<file path="config.mk">
export PLATFORM = sky130hd
export DESIGN_NAME = eca_ctrl
export DESIGN_NICKNAME = d
export VERILOG_FILES = /design/src/eca_pkg.sv /design/src/eca_ctrl.sv
export SDC_FILE = /design/constraint.sdc
export NUM_CORES = 1
export LEC_CHECK = 0
export ABC_AREA = 1
export BUFFER_PORTS_ARGS = -buffer_cell sky130_fd_sc_hd__buf_2
export CAP_MARGIN = 20
export CELL_PAD_IN_SITES_DETAIL_PLACEMENT = 1
export CELL_PAD_IN_SITES_GLOBAL_PLACEMENT = 2
export CORE_UTILIZATION = 17
export CTS_BUF_LIST = sky130_fd_sc_hd__clkbuf_16
export DETAILED_ROUTE_END_ITERATION = 16
export GPL_TIMING_DRIVEN = 0
export PLACE_DENSITY = 0.77
export SYNTH_ARGS = -nofsm -noshare
export SYNTH_HDL_FRONTEND = slang
export SYNTH_SLANG_ARGS = --single-unit
</file>
<file path="constraint.sdc">
create_clock -name clk -period 1.9 [get_ports clk]
set_clock_uncertainty 0.1 [all_clocks]
set_input_delay 0.38 -clock clk [delete_from_list [all_inputs] [get_ports clk]]
set_output_delay 0.38 -clock clk [all_outputs]
set_load 0.005 [all_outputs]
</file>
<file path="src/eca_pkg.sv">
// ============================================================================
// eca_pkg: shared types and constants for the easing curve animator
// Holds the controller state encoding, datapath command bundle, curve codes
// and register address map.
// ============================================================================
package eca_pkg;

  localparam int FracBitsDefault = 16;
  localparam int ElapsedW        = 17;
  localparam int IntervalW       = 16;
  localparam int ValueW          = 32;
  localparam int CurveW          = 3;

  // Curve codes
  localparam logic [CurveW-1:0] CurveLinear = 3'd0;
  localparam logic [CurveW-1:0] CurveIn     = 3'd1;
  localparam logic [CurveW-1:0] CurveOut    = 3'd2;
  localparam logic [CurveW-1:0] CurveInOut  = 3'd3;
  localparam logic [CurveW-1:0] CurveBounce = 3'd4;

  // Register indexes (byte address / 4)
  localparam logic [1:0] RegBase  = 2'd0;
  localparam logic [1:0] RegIncr  = 2'd1;
  localparam logic [1:0] RegIntvl = 2'd2;
  localparam logic [1:0] RegCurve = 2'd3;

  typedef enum logic [2:0] {
    ST_IDLE,
    ST_DIV,
    ST_SHAPE,
    ST_SCALE,
    ST_DONE
  } state_t;

  // Controller to datapath commands
  typedef struct packed {
    logic start;     // load base, clear elapsed
    logic tick;      // accumulate elapsed, decide end
    logic div_step;  // one quotient bit
    logic shape;     // compute curve factor
    logic scale;     // value update
  } cmd_t;

  // Datapath to controller status
  typedef struct packed {
    logic div_done;
    logic finished;  // tick ended animation
    logic hold;      // unknown curve
  } stat_t;

endpackage

</file>
<file path="src/eca_ctrl.sv">
// ============================================================================
// eca_ctrl: sequencing controller
// Accepts one item, walks the datapath through the divide, shape and scale
// steps that it needs, then presents the result beat until taken.
// ============================================================================
module eca_ctrl (
  input  logic          clk,
  input  logic          rst,
  input  logic          in_fire,
  input  logic          in_op,
  input  logic          active,
  input  logic          out_fire,
  input  eca_pkg::stat_t stat,
  output eca_pkg::cmd_t cmd,
  output logic          in_ready,
  output logic          out_valid
);
  import eca_pkg::*;

  state_t state, state_next;

  // State register
  always_ff @(posedge clk) begin
    if (rst) state <= ST_IDLE;
    else     state <= state_next;
  end

  // Next state and commands
  always_comb begin
    state_next = state;
    cmd        = '0;
    in_ready   = 1'b0;
    out_valid  = 1'b0;
    unique case (state)
      ST_IDLE: begin
        in_ready = 1'b1;
        if (in_fire) begin
          if (in_op) begin
            cmd.start  = 1'b1;
            state_next = ST_DONE;
          end else begin
            // idle tick leaves all state alone
            cmd.tick   = active;
            state_next = active ? ST_DIV : ST_DONE;
          end
        end
      end
      ST_DIV: begin
        if (stat.finished || stat.hold) begin
          state_next = ST_DONE;
        end else if (stat.div_done) begin
          state_next = ST_SHAPE;
        end else begin
          cmd.div_step = 1'b1;
        end
      end
      ST_SHAPE: begin
        cmd.shape  = 1'b1;
        state_next = ST_SCALE;
      end
      ST_SCALE: begin
        cmd.scale  = 1'b1;
        state_next = ST_DONE;
      end
      ST_DONE: begin
        out_valid = 1'b1;
        if (out_fire) state_next = ST_IDLE;
      end
      default: state_next = ST_IDLE;
    endcase
  end

  // Output is only offered after a finished sequence
  a_valid_done: assert property (@(posedge clk) disable iff (rst)
    out_valid |-> state == ST_DONE) else $error("valid outside done");
  a_shape_scale: assert property (@(posedge clk) disable iff (rst)
    state == ST_SHAPE |=> state == ST_SCALE) else $error("shape not followed by scale");
  a_no_accept_busy: assert property (@(posedge clk) disable iff (rst)
    in_fire |=> !in_ready) else $error("accepted while busy");

endmodule

</file>
==> metrics.yaml, run 1 <==
status: "completed"
crit_start: "state[1]$_SDFFE_PP0P_"
postSynth.asyncResetShare_pct: 0
hold_buffers: 0
cellPowerDensity_mw_per_mm2: 1133
clk_pin_slew_ps: 30
dr.pass1.iters: 2
regMostFlops: "state"
finalSetupViolCount: 0
leakage_nw: 0.2483
netlist_area_um2: 236.5
die_x_um: 39.30
comb_power_share_pct: 13.8
rows: 13
cts_made_buffers: 3
track_usage_pct: 10.18
whs_ps: 241.7
grt_pass1_vias: 255
finalNetCount: 72
synth_area_per_cell_um2: 5.499
ys_top_cells_by_count: "inv_1 (12), nand3_1 (8), nand2_1 (7)"
peakVddDrop_mv: 0.5755
synthCells: 43
p_clk_share_pct: 70.6
arrival_ps: 1150
cts_max_level: 1
cts_tree: "yes"
cts_root_buf: "clkbuf_16"
r2r_start: "state[0]$_SDFFE_PP0P_"
post_cts_buffers: 0
grt_overflow: 0
core_area_mm2: 0.001301
top_regs: "state: 3 flops"
start_util_pct: 18.17
hp-start: "rst"
final_layout_size_suffix_gt1_share_pct: 33.87
synth_edf_count: 0
largest_reg_flops: 3
seq_area_frac_synth_pct: 25.40
area_delta_synth_final_pct: 73.02
swShare_pct: 20.90
drv_cap: 0
period_minus_slack_ps: 1634
synth.top_cell.area_share_pct: 25.40
grt_pass1_wl_um: 959
clockBufferDepth: 2
synth_top_area_cell: "dfxtp_1"
p_int_uw: 366.6
drv_slew: 0
ys_types: 9
cp_max_fo: 5
antenna_found_initial: 0
cp-end-kind: "output pin"
synth-main-ff-cell: "dfxtp_1"
drcViolationCount: 0
period_share_pct: 86.00
rsz0062_at_grt: "no"
antenna_left: 0
die_area_mm2: 0.001544
drt-total-wl_um: 649
hold_path_class: "in2reg"
antenna_cells: 0
power.share.sequential_pct: 15.6
max_freq_ghz: 0.6120
synth_seq_cells: 3
first_iter_violations: 2
crit_type: "reg2out"
avgRoutedWirePerCell_um: 8.429
gp_congestion: 0.6652
finalPower_uw: 463.4
hpwl_um: 521
required_ps: 1420
pin_count: 16
start_kind: "flip-flop"
vias: 326
final_cell_area_um2: 409.1
synth.most_common_cell: "inv_1"
cts_resized: 0
synth_area_leaders: "dfxtp_1 (25%), inv_1 (19%), nand3_1 (17%), nand2_1 (11%), nor2_2 (7.9%)"
max_slew_margin_pct: 86.11
hold_viol_final: 0
port_buffers: 15
fin_tns_setup_ps: 0
clkLatencyLatePin_ps: 220
p_switching_uw: 96.83
utilization_pct: 31.44
syn-num-nets: 52
placed_cell_area_um2: 330.3
vias_per_cell: 4.234
tightest_slew_ps: 206.2
ys_warn_count: 0
die_height_um: 39.30
grt_max_degree: 7
cts.sinks: 3
==> cell families (layout without fill, tap and decap cells) <==
| kind of cell | after synthesis | after routing | synth area share, % |
|---|---|---|---|
| AOI/OAI and AO/OA | 4 | 4 | 8.466 |
| and+or+nand+nor | 24 | 24 | 47.09 |
| buffers and inverters | 12 | 31 | 19.05 |
| DFF | 3 | 3 | 25.40 |
==> path summary, 6_finish.rpt <==
check                                              to  slack, ps  depth (start not counted)
worst max-delay path                           cmd[2]        270                          4
worst min register to register  state[2]$_SDFFE_PP0P_        440                          2
worst max register to register  state[0]$_SDFFE_PP0P_        700                          5
worst min-delay path            state[2]$_SDFFE_PP0P_        240                          2
==> final cells by class <==
type / instances / area, um2
Clock buffer: 3 / 75.07
Clock inverter: 1 / 3.754
Fill cell: 180 / 892.1
Inverter: 12 / 45.04
Multi-Input combinational cell: 28 / 131.4
Sequential cell: 3 / 60.06
Tap cell: 15 / 18.77
Timing Repair Buffer: 15 / 75.07
==> stage by stage <==
step / setup slack [ps] / instances
finish: 266.1 / 77
global route: 164.1 / 77
CTS: 254.5 / 77
detailed placement: 502.6 / 73
global placement: 491.8 / 73
floorplan: 694.3 / 43
==> worst max-delay path, cell delays in order, from the launching register on <==
cell	delay, ps
dfxtp_1	340
nor2_2	190
nand2_1	100
nor2_2	160
buf_2	140
==> power by group through the flow <==
stage                     clock (mW)  sequential [mW]  combinational, mW
final                          0.327           0.0724             0.0640
after CTS                      0.334           0.0723             0.0652
after detailed placement           0           0.0732             0.0649
after floorplan                    0           0.0722             0.0408
after global routing           0.338           0.0727             0.0736
after global placement             0           0.0731             0.0652
==> routing by layer <==
| layer | global-route usage (%) | wire length, um | vias up |
|---|---|---|---|
| li1 | - | - | 169 |
| met2 | 15.00 | 287 | 13 |
| met5 | 0 | 0 | - |
| met4 | 10.34 | 14 | 0 |
| met1 | 10.92 | 291 | 142 |
| met3 | 3.409 | 54 | 2 |
==> cells in the final DEF (no fill, tap or decap) <==
cell type / instances
inv_1: 13
nor3_1: 3
dfxtp_1: 3
o21ai_0: 2
buf_2: 15
nand3_1: 8
clkbuf_16: 3
nor2_1: 3
a21oi_1: 2
nor2_2: 3
nand2_1: 7
Power figures use the tool's default switching activity.
==> run 2: changes to the inputs <==
--- a/config.mk
+++ b/config.mk
@@ -14,7 +14,8 @@
 export CTS_BUF_LIST = sky130_fd_sc_hd__clkbuf_16
 export DETAILED_ROUTE_END_ITERATION = 16
 export GPL_TIMING_DRIVEN = 0
-export PLACE_DENSITY = 0.77
+export PLACE_DENSITY_LB_ADDON = 0.3
+export SETUP_SLACK_MARGIN = 0.05
 export SYNTH_ARGS = -nofsm -noshare
 export SYNTH_HDL_FRONTEND = slang
 export SYNTH_SLANG_ARGS = --single-unit
==> run 2 against run 1 <==
  * Critical path depth is the same
  * Clock power is essentially flat
  * Global-route usage shrank 0.36 points
  * Register-to-register slack gained 20 ps
  * First-iteration DRC count shrank 50%
  * Combinational power is essentially flat
==> metrics.yaml, run 2 (synthesized netlist as in run 1, its figures left out) <==
multi_input_area_um2: 131.4
hpwl_um: 528.9
avgRoutedWirePerCell_um: 8.104
largest_reg_flops: 3
hp-start: "rst"
worstHoldPathCells: 2
comb_power_share_pct: 13.8
grt_overflow: 0
p_clk_share_pct: 70.6
arrival_ps: 1140
layout_common_cells: "buf_2 (15), inv_1 (13), nand3_1 (8), nand2_1 (7)"
whs_ps: 242.2
cts_tree: "yes"
antenna_left: 0
period_minus_slack_ps: 1623
cts_root_buf: "clkbuf_16"
highest_layer: "met4"
die_height_um: 39.30
leakage_nw: 0.2483
swShare_pct: 20.78
peakVddDrop_mv: 0.8702
rsz0062_at_grt: "no"
max_slew_margin_pct: 86.76
hold_buffers: 0
track_usage_pct: 9.822
regMostFlops: "state"
antenna_cells: 0
r2r_setup_slack_ps: 720
final_layout_size_suffix_gt1_share_pct: 33.87
clockBufferDepth: 2
cp_max_fo: 5
grt_pass1_vias: 280
grt_pass1_wl_um: 979
r2r-end: "state[0]$_SDFFE_PP0P_"
clkLatencyLatePin_ps: 220
dr.pass1.iters: 2
cts_resized: 0
top_regs: "state: 3 flops"
drv_slew: 0
fin_tns_setup_ps: 0
crit_type: "reg2out"
first_iter_violations: 1
hold_path_class: "in2reg"
hold_viol_final: 0
core_area_mm2: 0.001301
clk_pin_slew_ps: 30
start_kind: "flip-flop"
die_area_mm2: 0.001544
r2r_start: "state[1]$_SDFFE_PP0P_"
die_x_um: 39.30
cts_made_buffers: 3
p_switching_uw: 96.14
power.share.sequential_pct: 15.6
r2r_cells: 5
antenna_found_initial: 0
p_int_uw: 366.6
vias_per_cell: 4.156
wl_met1_um: 279
drv_cap: 0
seq_area_um2: 60.06
cellPowerDensity_mw_per_mm2: 1131
cts_max_level: 1
period_share_pct: 85.40
drcViolationCount: 0
max_freq_ghz: 0.6163
wl_met3_um: 39
port_buffers: 15
gp_congestion: 0.6327
tightest_slew_ps: 196.5
vias: 320
drt-total-wl_um: 624
cts.sinks: 3
finalSetupViolCount: 0
rows: 13
met2_length_um: 284
status: "completed"
final_common_cell: "buf_2"
cp-end-kind: "output pin"
start_util_pct: 18.17
required_ps: 1420
area_delta_synth_final_pct: 73.02
grt_max_degree: 7
whs_endpoint: "state[0]$_SDFFE_PP0P_"
post_cts_buffers: 0
pin_count: 16
fillers: 187
finalNetCount: 72
[run 2: cell counts in the layout (fill, tap and decap cells not counted)]
No cell type changed its count.
[run 2: worst max-delay path, cell delays in order (launching register included)]
cell,delay (ps)
dfxtp_1,340
nor2_2,180
nand2_1,100
nor2_2,160
buf_2,130
[run 2: cell type report]
cell class,count,area share (%)
well taps,15,4.587
repair buffers,15,18.35
inverters,12,11.01
flip-flops and latches,3,14.68
clock inverters,1,0.9174
clock buffers,3,18.35
multi-input cells,28,32.11
[run 2: worst max path at each step]
stage | cells after the start | to | startpoint | slack, ps
after floorplan | 3 | cmd[2] | state[1]$_SDFFE_PP0P_ | 690
after global placement | 4 | cmd[2] | state[1]$_SDFFE_PP0P_ | 490
after detailed placement | 4 | cmd[2] | state[1]$_SDFFE_PP0P_ | 510
after CTS | 4 | cmd[2] | state[1]$_SDFFE_PP0P_ | 260
after global routing | 4 | cmd[2] | state[1]$_SDFFE_PP0P_ | 190
final | 4 | cmd[2] | state[1]$_SDFFE_PP0P_ | 280
[run 2: routing by layer]
| layer | track usage (%) | up-vias |
|---|---|---|
| met3 | 1.705 | 2 |
| met2 | 17.08 | 10 |
| li1 | - | 172 |
| met1 | 10.24 | 136 |
| met5 | 0 | - |
| met4 | 7.759 | 0 |
[run 2: power groups by stage]
stage / sequential, mW / clock [mW] / combinational [mW]
floorplan: 0.0722 / 0 / 0.0408
global placement: 0.0731 / 0 / 0.0651
detailed placement: 0.0731 / 0 / 0.0652
CTS: 0.0722 / 0.333 / 0.0656
global route: 0.0729 / 0.335 / 0.0754
finish: 0.0722 / 0.327 / 0.0637
[run 2: metrics by stage]
stage               util, %  instance area, um2  setup WS [ps]  std cells  power [mW]
finish                31.44               409.1          277.4         77      0.4627
detailed placement    25.38               330.3          505.1         73      0.1383
floorplan                 -               236.5          694.3         43      0.1130
CTS                   31.44               409.1          260.8         77      0.4704
global route          31.44               409.1          186.8         77      0.4833
global placement      25.38               330.3          489.3         73      0.1382
==> run 3: changes to the inputs <==
--- a/config.mk
+++ b/config.mk
@@ -6,7 +6,7 @@
 export NUM_CORES = 1
 export LEC_CHECK = 0
 export ABC_AREA = 1
-export BUFFER_PORTS_ARGS = -buffer_cell sky130_fd_sc_hd__buf_2
+export BUFFER_PORTS_ARGS = -buffer_cell sky130_fd_sc_hd__clkbuf_2
 export CAP_MARGIN = 20
 export CELL_PAD_IN_SITES_DETAIL_PLACEMENT = 1
 export CELL_PAD_IN_SITES_GLOBAL_PLACEMENT = 2
@@ -14,7 +14,7 @@
 export CTS_BUF_LIST = sky130_fd_sc_hd__clkbuf_16
 export DETAILED_ROUTE_END_ITERATION = 16
 export GPL_TIMING_DRIVEN = 0
-export PLACE_DENSITY_LB_ADDON = 0.3
+export PLACE_DENSITY_LB_ADDON = 0.1
 export SETUP_SLACK_MARGIN = 0.05
 export SYNTH_ARGS = -nofsm -noshare
 export SYNTH_HDL_FRONTEND = slang
==> run 3 against run 2 <==
  * Design area did not move
  * Combinational power rose by 2%
  * Sequential share of layout area did not move
  * Cell count did not move
  * Global-route usage rose by 1.3 points
  * Setup slack got worse by 23 ps
  * Total power rose by 1.8%
  * Clock power rose by 2%
  * Die area did not move
  * Critical path type unchanged
  * Critical endpoint unchanged
==> metrics.yaml, run 3 (synthesized netlist as in run 1, its figures left out) <==
pin_count: 16
track_usage_pct: 11.14
drcViolationCount: 0
p_switching_uw: 103.9
swShare_pct: 22.06
clockBufferDepth: 2
arrival_ps: 1170
cp_max_fo: 5
avgRoutedWirePerCell_um: 8.792
slowest_stage: "dfxtp_1"
antenna_found_initial: 0
rows: 13
r2r-end: "state[0]$_SDFFE_PP0P_"
cts_max_level: 1
hpwl_um: 555
first_iter_violations: 6
hold_path_class: "in2reg"
cp-endpoint: "cmd[2]"
hold_buffers: 0
final_common_cell: "clkbuf_2"
cts_root_buf: "clkbuf_16"
cts.sinks: 3
antenna_left: 0
grt_pass1_wl_um: 1104
path_buf_inv: 1
tightest_slew_ps: 223.6
r2r_start: "state[0]$_SDFFE_PP0P_"
final_layout_size_suffix_gt1_share_pct: 33.87
peakVddDrop_mv: 0.5172
cp_top_family: "simple AND/OR/NAND/NOR gates"
cts_made_buffers: 3
vias_per_cell: 4.325
pre_cts_ws_ps: 486.5
leakage_nw: 0.2462
largest_reg_flops: 3
core_area_mm2: 0.001301
comb_power_share_pct: 13.8
antenna_cells: 0
cp.depth: 4
start_util_pct: 18.17
place_inst: 73
utilization_pct: 31.44
p_clk_share_pct: 70.8
max_stage_delay_ps: 340
r2r_cells: 5
grt_max_degree: 7
fin_tns_setup_ps: 0
layout_common_cells: "clkbuf_2 (15), inv_1 (13), nand3_1 (8), nand2_1 (7)"
area_delta_synth_final_pct: 73.02
post_cts_buffers: 0
cts_tree: "yes"
grt_pass1_vias: 275
start_kind: "flip-flop"
port_buffers: 15
top_regs: "state: 3 flops"
worstHoldPathCells: 2
stdcell_count: 77
clk_pin_slew_ps: 30
power.share.sequential_pct: 15.4
cellPowerDensity_mw_per_mm2: 1151
vias: 333
r2r_setup_slack_ps: 700
drv_slew: 0
drv_cap: 0
cp-end-kind: "output pin"
dr.pass1.iters: 4
max_slew_margin_pct: 85.08
rsz0062_at_grt: "no"
max_freq_ghz: 0.6078
crit_start: "state[1]$_SDFFE_PP0P_"
path_cells: "nor2_2, nand2_1, nor2_2, clkbuf_2"
status: "completed"
die_height_um: 39.30
die_x_um: 39.30
fillers: 175
die_area_mm2: 0.001544
p_int_uw: 367.1
finalNetCount: 72
regMostFlops: "state"
required_ps: 1420
multi_input_area_um2: 131.4
cpMostUsedCell: "nor2_2"
hold_viol_final: 0
period_share_pct: 86.59
gp_congestion: 0.7101
cts_resized: 0
crit_type: "reg2out"
period_minus_slack_ps: 1645
grt_overflow: 0
clkLatencyLatePin_ps: 230
finalSetupViolCount: 0
whs_ps: 240.3
seq_area_um2: 60.06
finalWorstSetupSlack_ps: 254.8
drt-total-wl_um: 677
==> run 3: changes by cell type in the layout (fill, tap and decap cells not counted), sizes merged <==
cell | before | now
buf | 15 | 0
clkbuf | 3 | 18
==> run 3: worst register-to-register path: stages (launching register included) <==
cell	delay, ps
dfxtp_1	430
inv_1	110
nand3_1	130
o21ai_0	120
a21oi_1	160
nor2_1	50
==> run 3: per-stage QoR <==
step,total power [mW],cell area (um2)
3_3_place_gp,0.1402,330.3
2_1_floorplan,0.1130,236.5
4_1_cts,0.4779,409.1
6_report,0.4711,409.1
5_1_grt,0.4955,409.1
3_5_place_dp,0.1392,330.3
==> run 3: cell type report <==
class,count,share of cell area (%)
clock buffer,3,18.35
clock inverter,1,0.9174
inverter,12,11.01
multi-input combinational,28,32.11
sequential,3,14.68
tap,15,4.587
timing repair buffer,15,18.35
==> run 3: worst min path at each step <==
stage | from | to | slack, ps
3_5_place_dp | state[2]$_SDFFE_PP0P_ | state[2]$_SDFFE_PP0P_ | 460
3_3_place_gp | state[2]$_SDFFE_PP0P_ | state[2]$_SDFFE_PP0P_ | 460
4_1_cts | rst | state[2]$_SDFFE_PP0P_ | 240
5_1_grt | rst | state[2]$_SDFFE_PP0P_ | 260
6_report | rst | state[2]$_SDFFE_PP0P_ | 240
2_1_floorplan | rst | state[2]$_SDFFE_PP0P_ | 350
==> run 3: per-layer routing <==
| metal | track usage (%) | share of wire [%] |
|---|---|---|
| met3 | 3.409 | 9.2 |
| met1 | 13.36 | 47 |
| met5 | 0 | 0 |
| met4 | 7.759 | 3.1 |
| met2 | 16.67 | 40 |
==> run 3: power by group through the flow <==
stage	Clock [mW]	Combinational, mW	Sequential [mW]
2_1_floorplan	0	0.0408	0.0722
3_3_place_gp	0	0.0668	0.0734
3_5_place_dp	0	0.0658	0.0734
4_1_cts	0.339	0.0661	0.0725
5_1_grt	0.344	0.0777	0.0735
6_report	0.334	0.0649	0.0725
